--- src/rtl/core/ibt_pkg.sv ---
// ----------------------------------------------------------------------------
// ibt_pkg: shared types and codes for the interval booking table
// Status codes returned per request and the control word that the
// sequencer broadcasts to every storage cell of the chain.
// ----------------------------------------------------------------------------
package ibt_pkg;

    // Result status codes
    localparam logic [1:0] ST_BOOKED  = 2'd0;
    localparam logic [1:0] ST_OVERLAP = 2'd1;
    localparam logic [1:0] ST_FULL    = 2'd2;

    // Broadcast control to the cell chain
    typedef struct packed {
        logic cmp_en;    // compare stored booking with the held request
        logic shift_en;  // shift the chain by one and load the request at the head
    } cell_ctrl_t;

endpackage

--- src/rtl/core/ibt_cell.sv ---
// ----------------------------------------------------------------------------
// ibt_cell: one storage cell of the booking chain
// Holds one booking, compares it against the broadcast request and passes
// its contents to the next cell when the chain shifts.
// ----------------------------------------------------------------------------
module ibt_cell
    import ibt_pkg::*;
#(
    parameter int TIME_BITS = 32
) (
    input  logic                 aclk,
    input  logic                 aresetn,
    input  cell_ctrl_t           ctrl,
    input  logic                 active,
    input  logic [TIME_BITS-1:0] req_start,
    input  logic [TIME_BITS-1:0] req_end,
    input  logic [TIME_BITS-1:0] prev_start,
    input  logic [TIME_BITS-1:0] prev_end,
    output logic [TIME_BITS-1:0] cell_start,
    output logic [TIME_BITS-1:0] cell_end,
    output logic                 hit
);

    logic [TIME_BITS-1:0] start_reg;
    logic [TIME_BITS-1:0] end_reg;
    logic                 hit_reg;
    logic                 hit_next;
    logic [TIME_BITS-1:0] lo;
    logic [TIME_BITS-1:0] hi;

    // Overlap: larger start below smaller end
    always_comb begin
        lo       = (start_reg > req_start) ? start_reg : req_start;
        hi       = (end_reg < req_end) ? end_reg : req_end;
        hit_next = active && (lo < hi);
    end

    // Load from the neighbor on shift
    always_ff @(posedge aclk) begin
        if (ctrl.shift_en) begin
            start_reg <= prev_start;
            end_reg   <= prev_end;
        end
    end

    // Hold the compare result for the decision cycle
    always_ff @(posedge aclk) begin
        if (!aresetn) begin
            hit_reg <= 1'b0;
        end else if (ctrl.cmp_en) begin
            hit_reg <= hit_next;
        end
    end

    assign cell_start = start_reg;
    assign cell_end   = end_reg;
    assign hit        = hit_reg;

endmodule

--- config.mk ---
export PLATFORM = sky130hd
export DESIGN_NAME = ibt_cell
export DESIGN_NICKNAME = d
export VERILOG_FILES = /design/src/rtl/core/ibt_pkg.sv /design/src/rtl/core/ibt_cell.sv
export SDC_FILE = /design/constraint.sdc
export NUM_CORES = 1
export LEC_CHECK = 0
export BUFFER_PORTS_ARGS = -buffer_cell sky130_fd_sc_hd__buf_2
export CAP_MARGIN = 5
export CORE_MARGIN = 5
export CORE_UTILIZATION = 50
export CTS_CLUSTER_DIAMETER = 50
export CTS_CLUSTER_SIZE = 24
export DETAILED_ROUTE_END_ITERATION = 10
export PLACE_DENSITY = 0.8
export SLEW_MARGIN = 30
export SYNTH_ARGS = -nofsm -noshare
export SYNTH_HDL_FRONTEND = slang
export SYNTH_SLANG_ARGS = --single-unit
--- constraint.sdc ---
create_clock -name aclk -period 5 [get_ports aclk]
set_input_delay 0.5 -clock aclk [delete_from_list [all_inputs] [get_ports aclk]]
set_output_delay 0.5 -clock aclk [all_outputs]
set_load 0.03 [all_outputs]
==> results of run 1 <==
==> worst min-delay path by stage <==
stage	cells after the start	from	to
2_1_floorplan	0	prev_end[0]	cell_end[0]$_DFFE_PP_
3_3_place_gp	2	cell_end[0]$_DFFE_PP_	hit$_SDFFE_PN0P_
5_1_grt	1	prev_start[9]	cell_start[9]$_DFFE_PP_
6_report	1	prev_start[27]	cell_start[27]$_DFFE_PP_
4_1_cts	1	prev_start[22]	cell_start[22]$_DFFE_PP_
3_5_place_dp	2	cell_end[0]$_DFFE_PP_	hit$_SDFFE_PN0P_
==> synthesized netlist by cell type (2+ instances only) <==
| library cell | n | area [µm²] |
|---|---|---|
| a211o_1 | 2 | 17.5 |
| nand2_1 | 23 | 86.3 |
| o211ai_1 | 2 | 15.0 |
| o21a_1 | 2 | 15.0 |
| and4_1 | 2 | 17.5 |
| o21ai_0 | 19 | 95.1 |
| mux2_1 | 2 | 22.5 |
| nand3_1 | 7 | 35.0 |
| a2111oi_0 | 3 | 26.3 |
| nor2_1 | 11 | 41.3 |
| nor3_1 | 3 | 15.0 |
| buf_6 | 2 | 22.5 |
| ha_1 | 94 | 1180 |
| a21o_1 | 4 | 30.0 |
| a211oi_1 | 4 | 30.0 |
| a221oi_1 | 4 | 35.0 |
| a31oi_1 | 2 | 12.5 |
| nor4_1 | 2 | 12.5 |
| a21oi_1 | 31 | 155 |
| mux2i_1 | 32 | 320 |
| mux2_2 | 29 | 327 |
| nand4_1 | 14 | 87.6 |
| edfxtp_1 | 64 | 1920 |
| buf_4 | 4 | 30.0 |
| inv_1 | 67 | 251 |
==> cell families (layout without fill, tap and decap cells) <==
group | count (synthesis) | count (layout) | synth area share [%]
AOI/OAI and AO/OA | 82 | 83 | 10.6
adders and majority gates | 94 | 94 | 23.8
buffers and inverters | 73 | 285 | 6.15
DFF | 65 | 65 | 39.3
muxes | 63 | 63 | 13.5
and+or+nand+nor | 67 | 67 | 6.71
==> metal layers <==
| metal | vias up | share of wire (%) |
|---|---|---|
| li1 | 2085 | - |
| met1 | 1964 | 40 |
| met2 | 132 | 52 |
| met3 | 28 | 6.2 |
| met4 | 0 | 2.0 |
| met5 | - | 0 |
==> cell type report <==
| class | count | area (µm²) | area share, % |
|---|---|---|---|
| Sequential cell | 65 | 1940 | 30.8 |
| Tap cell | 133 | 166 | 2.64 |
| Timing Repair Buffer | 202 | 1020 | 16.2 |
| Clock buffer | 13 | 139 | 2.20 |
| Inverter | 67 | 251 | 3.99 |
| Clock inverter | 3 | 65.1 | 1.03 |
| Multi-Input combinational cell | 307 | 2720 | 43.1 |
==> metrics by stage <==
stage | utilization, % | setup slack (ps)
floorplan | - | 1130
global placement | 62.6 | 283
detailed placement | 62.6 | 128
CTS | 64.7 | 319
global route | 64.8 | 115
finish | 64.8 | 531
==> power by group through the flow <==
stage	clock network [mW]	registers, mW	logic, mW
floorplan	0	0.775	0.325
global placement	0	0.696	0.582
detailed placement	0	0.699	0.611
CTS	0.499	0.687	0.614
global route	0.530	0.691	0.687
finish	0.492	0.687	0.614
==> results.json, run 1 <==
{
  "syn-mean-instance-area_um2": 11.1,
  "cp.required_ps": 5270,
  "clock_path_buffers": 2,
  "grtUsageTotal_pct": 23.8,
  "drive_above_1_share_pct": 37.6,
  "status": "finished, final reports clean",
  "p_leak_nw": 3.22,
  "io_pins": 198,
  "viasPerCell": 5.33,
  "grt_busiest_layer": "met2",
  "comb_power_share_pct": 34.2,
  "grt_max_degree": 65,
  "path_cells": "ha_1 -> a21oi_1 -> o21ai_0 -> a221oi_1 -> o21ai_0 -> o22ai_2 -> mux2_2 -> ha_1 -> nand2_1 -> nor4_1 -> buf_4 -> a221oi_1 -> a31oi_1 -> o21ai_0 -> o21ai_0 -> o31ai_2",
  "worst-setup-path-type": "flip-flop to flip-flop",
  "cts.sinks": 65,
  "synth_cell_types": 40,
  "fillers": 818,
  "syn_to_final_growth_pct": 27.5,
  "p_per_area_mw_per_mm2": 284,
  "post-route-drc-count": 0,
  "antennaDiodeCount": 0,
  "placed_area_mm2": 0.00609,
  "yosys_warnings": 0,
  "gp_congestion": 0.833,
  "postCtsSetupBuffers": 0,
  "power_frac_clock_pct": 27.5,
  "dp.cells": 773,
  "end_kind": "flip-flop",
  "dpl.hpwl_um": 11800,
  "crit_family": "compound AO/OA/AOI/OAI gates",
  "critPathMostFrequentCell": "o21ai_0",
  "post_cts_resized": 0,
  "clock_latency_ps": 350,
  "regToRegSetupSlack_ps": 530,
  "clk_pin_slew_worst_paths_ps": 80,
  "fmax_mhz": 224,
  "wl_per_cell_um": 18.0,
  "setup-violations-final": 0,
  "syn_nets": 671,
  "ys.flop_type": "edfxtp_1",
  "final_area_mm2": 0.00631,
  "synth-edff-count": 64,
  "grt_antenna_before_repair": 0,
  "worstPathArrival_ps": 4740,
  "worst_pin_slew_ps": 860,
  "crit_path_max_incr_delay_ps": 660,
  "crit_slowest_cell": "o22ai_2",
  "syn_area_mm2": 0.00494,
  "row_count": 36,
  "nNetsFinal": 879,
  "hp-class": "input port to flip-flop",
  "p_seq_share_pct": 38.3,
  "cts.htree.levels": 3,
  "slew_headroom_pct": 42.7,
  "worstSetupStartpoint": "cell_start[17]$_DFFE_PP_",
  "fin_tns_setup_ps": 0,
  "p_switching_uw": 604,
  "grt-ovfl-total": 0,
  "async_flop_share_pct": 0,
  "p_int_mw": 1.19,
  "ir_worst_vdd_mv": 0.174,
  "report.power.total_mw": 1.79,
  "floorplan.initialDensity_pct": 50.8,
  "final_cell_mix": "197 x buf_2, 94 x ha_1, 67 x inv_1, 64 x edfxtp_1, 32 x mux2i_1",
  "cts_tree": "yes",
  "clockRootBuffer": "clkbuf_8",
  "final_cells": 790,
  "drt_iter0_drc": 171,
  "antenna_left": 0,
  "die_area_mm2": 0.0120,
  "cp-endpoint": "hit$_SDFFE_PN0P_",
  "crit_cells": 16,
  "grt_pass1_vias": 4453,
  "crit_fanout": 12,
  "grt_pass1_wl_um": 21700,
  "r2r-start": "cell_start[17]$_DFFE_PP_",
  "whs_ps": 314,
  "layout_commonest_cell": "buf_2",
  "rsz0062_at_grt": "false",
  "period_needed_ps": 4470,
  "slew_viol_final": 0,
  "synth_seq_cells": 65,
  "drt-total-wl_um": 14200,
  "crit_buf_inv": 1,
  "drv_cap": 0,
  "vias": 4209,
  "fin_crit_sh_pct": 89.4,
  "rr_endpoint": "hit$_SDFFE_PN0P_",
  "hold_violations": 0,
  "met2_usage_pct": 43.0,
  "start_kind": "flip-flop",
  "fin_skew_ps": 5.23,
  "holdBufCountCts": 0,
  "grt_use_met1_pct": 27.8,
  "core_area_mm2": 0.00973,
  "fp.dieW_um": 109,
  "p_sw_share_pct": 33.7,
  "die_h_um": 109,
  "dr.pass1.iters": 5,
  "portBuffers": 197,
  "seq_area_frac_synth_pct": 39.3,
  "numCtsBuffers": 9,
  "syn_inst": 444,
  "grt_use_met3_pct": 5.52,
  "r2r_cells": 16
}
Note: power is estimated with default switching activity, not from simulation.
==> run 2, diff against run 1 <==
CELL_PAD_IN_SITES_DETAIL_PLACEMENT = 1   (was unset)
CELL_PAD_IN_SITES_GLOBAL_PLACEMENT = 2   (was unset)
CORE_UTILIZATION = 30   (was 50)
CTS_CLUSTER_DIAMETER = unset   (was 50)
PLACE_DENSITY = 0.9   (was 0.8)
==> run 2 against run 1 <==
Via count grew 2.5%; total power rose by 12%; sequential share of layout area down 1.0 points; critical endpoint unchanged; largest cell class unchanged; largest power group unchanged.
==> results.json, run 2 (synthesis gave the netlist of run 1 again) <==
{
  "status": "finished, final reports clean",
  "p_seq_share_pct": 34.5,
  "slew_headroom_pct": 42.5,
  "dr.pass1.iters": 4,
  "p_int_mw": 1.35,
  "cts_tree": "yes",
  "drive_above_1_share_pct": 38.0,
  "nNetsFinal": 878,
  "grt_max_degree": 65,
  "cts.htree.levels": 3,
  "fp.dieW_um": 138,
  "crit_family": "compound AO/OA/AOI/OAI gates",
  "grt_antenna_before_repair": 7,
  "end_kind": "flip-flop",
  "power_frac_clock_pct": 34.1,
  "wl_met1_um": 6570,
  "clock_path_buffers": 2,
  "postCtsSetupBuffers": 0,
  "drv_cap": 0,
  "layout_commonest_cell": "buf_2",
  "dpl.hpwl_um": 14100,
  "slew_viol_final": 0,
  "ir_worst_vdd_mv": 0.150,
  "core_area_mm2": 0.0163,
  "hold_violations": 0,
  "vias": 4314,
  "post-route-drc-count": 0,
  "path_cells": "ha_1 -> nand4_1 -> or4_1 -> o22ai_4 -> buf_4 -> mux2_2 -> ha_1 -> a21oi_1 -> o21ai_0 -> a221oi_1 -> a31oi_1 -> o21ai_0 -> o21ai_0 -> o31ai_2",
  "gp_congestion": 0.856,
  "cp.required_ps": 5260,
  "grtUsageTotal_pct": 17.1,
  "crit_path_max_incr_delay_ps": 640,
  "viasPerCell": 4.89,
  "worstPathArrival_ps": 4880,
  "syn_to_final_growth_pct": 32.0,
  "clockRootBuffer": "clkbuf_16",
  "regToRegSetupSlack_ps": 380,
  "io_pins": 198,
  "row_count": 47,
  "crit_slowest_cell": "or4_1",
  "die_h_um": 138,
  "p_per_area_mw_per_mm2": 307,
  "critPathMostFrequentCell": "o21ai_0",
  "drt_iter0_drc": 139,
  "r2r-start": "cell_start[14]$_DFFE_PP_",
  "fillers": 1939,
  "whs_ps": 325,
  "p_sw_share_pct": 32.7,
  "worst-setup-path-type": "flip-flop to flip-flop",
  "placed_area_mm2": 0.00620,
  "fin_tns_setup_ps": 0,
  "top_layer": "met5",
  "crit_fanout": 14,
  "post-place-ws_ps": 208,
  "start_kind": "flip-flop",
  "fin_crit_sh_pct": 92.5,
  "grt_pass1_vias": 4979,
  "final_cells": 882,
  "clock_latency_ps": 340,
  "dr_wl_met3_um": 855,
  "setup-violations-final": 0,
  "drt-total-wl_um": 16600,
  "final_area_mm2": 0.00653,
  "dp.cells": 860,
  "hold_path_startpoint": "prev_start[17]",
  "wl_per_cell_um": 18.8,
  "final_cell_mix": "197 x buf_2, 94 x ha_1, 67 x inv_1, 64 x edfxtp_1, 32 x mux2i_1",
  "post_cts_resized": 0,
  "fin_skew_ps": 3.96,
  "rsz0062_at_grt": "false",
  "floorplan.initialDensity_pct": 30.2,
  "p_leak_nw": 3.26,
  "numCtsBuffers": 9,
  "p_switching_uw": 655,
  "period_needed_ps": 4620,
  "grt-ovfl-total": 0,
  "multi_input_area_mm2": 0.00271,
  "hp-class": "input port to flip-flop",
  "worstSetupStartpoint": "cell_start[14]$_DFFE_PP_",
  "comb_power_share_pct": 31.3,
  "clk_pin_slew_worst_paths_ps": 60,
  "setup_ws_ps": 376,
  "portBuffers": 197,
  "fmax_mhz": 216,
  "holdBufCountCts": 0,
  "wl_met2_um": 8720,
  "ff_latch_area_mm2": 0.00194,
  "crit_buf_inv": 1,
  "cts.sinks": 65,
  "antenna_left": 0,
  "grt_pass1_wl_um": 25800,
  "die_area_mm2": 0.0192,
  "worst_pin_slew_ps": 862
}
run 2: cell types whose count changed in the layout (fill, tap and decap cells not counted):
cell / change
clkbuf_16: +9
clkbuf_8: -9
diode_2: +6
clkbuf_1: -3
clkinv_2: +2
clkinvlp_4: +1
o22ai_2: -1
run 2: metal layers:
layer  vias up  GRT usage [%]
li1       2084              -
met1      2078           18.9
met2       118           31.0
met3        30           4.52
met4         4           6.76
met5         -              0
run 2: final timing paths:
kind	endpoint	cells after the start
worst min register to register	hit$_SDFFE_PN0P_	2
worst min-delay path	cell_start[17]$_DFFE_PP_	1
worst max-delay path	hit$_SDFFE_PN0P_	14
worst max register to register	hit$_SDFFE_PN0P_	14
run 2: metrics by stage:
stage | power, mW | utilization (%)
after floorplan | 1.10 | -
after global placement | 1.29 | 37.9
after detailed placement | 1.33 | 37.9
after CTS | 2.03 | 39.8
after global routing | 2.13 | 39.9
final | 2.00 | 39.9
run 2: layout make-up:
class	instances	share of cell area, %
clock inverters	6	1.27
flip-flops and latches	65	29.8
inverters	67	3.85
diodes	6	0.230
multi-input cells	306	41.5
well taps	220	4.22
repair buffers	202	15.7
clock buffers	10	3.51
run 2: power groups by stage:
| stage | clock (mW) | sequential (mW) | combinational [mW] |
|---|---|---|---|
| 2_1_floorplan | 0 | 0.775 | 0.325 |
| 3_3_place_gp | 0 | 0.700 | 0.593 |
| 3_5_place_dp | 0 | 0.703 | 0.629 |
| 4_1_cts | 0.704 | 0.692 | 0.636 |
| 5_1_grt | 0.729 | 0.697 | 0.701 |
| 6_report | 0.683 | 0.691 | 0.627 |
==> run 3, diff against run 2 <==
BUFFER_PORTS_ARGS = unset   (was -buffer_cell sky130_fd_sc_hd__buf_2)
CORE_UTILIZATION = 39   (was 30)
DONT_BUFFER_PORTS = 1   (was unset)
PLACE_DENSITY = 0.89   (was 0.9)
clock period = 4.47 ns   (was 5 ns; I/O delays follow)
==> run 3 against run 2 <==
Register-to-register slack worse by 20 ps; combinational power down 2%; critical path depth up 3; total power up 7.1%; fmax up 12%; sequential share of layout area up 3.6 points; via count down 14%; utilization up 6.6 points; flip-flop and latch count unchanged; cell count down 24%; wire length down 10%.
==> results.json, run 3 (synthesis gave the netlist of run 1 again) <==
{
  "worst-setup-path-type": "flip-flop to flip-flop",
  "dr.pass1.iters": 4,
  "p_leak_nw": 2.69,
  "syn_to_final_growth_pct": 17.7,
  "antenna_left": 0,
  "fp.dieW_um": 123,
  "start_kind": "flip-flop",
  "grt_pass1_vias": 4080,
  "io_pins": 198,
  "r2r_cells": 17,
  "period_needed_ps": 4120,
  "drt-total-wl_um": 14900,
  "final_cell_mix": "94 x ha_1, 67 x inv_1, 64 x edfxtp_1, 45 x buf_4",
  "clock_path_buffers": 2,
  "grt_max_degree": 65,
  "die_h_um": 123,
  "fin_util_pct": 46.5,
  "clk_pin_slew_worst_paths_ps": 60,
  "drv_cap": 0,
  "hp-class": "input port to flip-flop",
  "hold_path_startpoint": "prev_end[30]",
  "fin_tns_setup_ps": 0,
  "p_per_area_mw_per_mm2": 368,
  "core_area_mm2": 0.0125,
  "post-route-drc-count": 0,
  "end_kind": "flip-flop",
  "dp.cells": 656,
  "fin_crit_sh_pct": 92.1,
  "slew_viol_final": 0,
  "nNetsFinal": 723,
  "grt_antenna_before_repair": 3,
  "drive_above_1_share_pct": 19.8,
  "row_count": 41,
  "setup_ws_ps": 352,
  "clock_latency_ps": 350,
  "dpl.hpwl_um": 12600,
  "crit_fanout": 11,
  "regToRegSetupSlack_ps": 350,
  "slew_headroom_pct": 63.0,
  "worst_pin_slew_ps": 549,
  "grt_pass1_wl_um": 22500,
  "cp-endpoint": "hit$_SDFFE_PN0P_",
  "floorplan.initialDensity_pct": 39.5,
  "gp_congestion": 0.899,
  "final_cells": 674,
  "rr_endpoint": "hit$_SDFFE_PN0P_",
  "worstPathArrival_ps": 4350,
  "portBuffers": 0,
  "fin_skew_ps": 7.99,
  "r2r-start": "cell_start[17]$_DFFE_PP_",
  "numCtsBuffers": 9,
  "whs_ps": 191,
  "wl_per_cell_um": 22.1,
  "cts.htree.levels": 3,
  "status": "finished, final reports clean",
  "layout_commonest_cell": "ha_1",
  "ir_worst_vdd_mv": 0.268,
  "viasPerCell": 5.49,
  "hold_violations": 0,
  "clockRootBuffer": "clkbuf_16",
  "grt-ovfl-total": 0,
  "drt_iter0_drc": 111,
  "cp.required_ps": 4700,
  "cts.sinks": 65,
  "setup-violations-final": 0,
  "worstSetupStartpoint": "cell_start[17]$_DFFE_PP_",
  "fmax_mhz": 243,
  "vias": 3700,
  "die_area_mm2": 0.0150,
  "post-place-ws_ps": 64.4,
  "rsz0062_at_grt": "false",
  "cts_tree": "yes",
  "grtUsageTotal_pct": 20.1
}
-- run 3: changes by cell type in the layout (fill, tap and decap cells not counted), moves of 2 or more --
cell / delta
diode_2: -5
buf_2: -197
a221oi_1: -2
buf_4: +40
a221oi_2: +2
clkinv_2: -2
buf_12: +2
inv_6: +3
-- run 3: final cells by class --
class | instances | area, µm²
Clock buffer | 9 | 225
Antenna cell | 1 | 2.50
Fill cell | 1393 | 6700
Clock inverter | 7 | 76.3
Tap cell | 172 | 215
Timing Repair Buffer | 47 | 378
Inverter | 67 | 251
Sequential cell | 65 | 1940
Multi-Input combinational cell | 306 | 2730
-- run 3: power breakdown --
part           internal [mW]  switching, mW
registers              0.727         0.0743
logic                  0.267          0.345
clock network          0.436          0.292
total                   1.43          0.712
-- run 3: routing by layer --
metal	up-vias	part of all wire [%]	global-route usage, %
met5	-	0.23	0
met4	4	2.3	7.14
met2	118	50	33.3
met1	1778	38	23.0
met3	27	9.3	8.80
li1	1773	-	-
-- run 3: through the flow --
step           total power, mW  cell area, µm²
2_1_floorplan             1.23            4940
3_3_place_gp              1.39            5490
3_5_place_dp              1.42            5490
4_1_cts                   2.17            5790
5_1_grt                   2.27            5820
6_report                  2.14            5820
-- run 3: what timing repair did --
action                                 in CTS  in global routing
endpoints found under the hold margin       0                  0
setup buffers                               0                  1
setup endpoints to repair                   0                  1
resized for setup                           0                  5
hold buffers                                0                  0
-- run 3: critical path, cell delays in order, from the launching register on --
cell and delay (ps):
edfxtp_1 390, ha_1 300, a21oi_1 140, o21ai_0 240, a221oi_1 290, o21ai_0 200
o22ai_4 290, buf_12 180, mux2_2 340, ha_1 300, nand4_1 120, nor4_1 370
buf_4 190, o311ai_0 130, a31oi_1 210, o21ai_1 90, o21ai_0 100, o31ai_2 100
-- run 3: how the worst min path moves through the flow --
stage,end,slack [ps],depth (start not counted)
4_1_cts,cell_end[11]$_DFFE_PP_,180,0
3_3_place_gp,cell_start[10]$_DFFE_PP_,550,0
3_5_place_dp,cell_end[30]$_DFFE_PP_,550,0
5_1_grt,cell_start[12]$_DFFE_PP_,170,0
2_1_floorplan,cell_end[0]$_DFFE_PP_,550,0
6_report,cell_end[30]$_DFFE_PP_,190,0
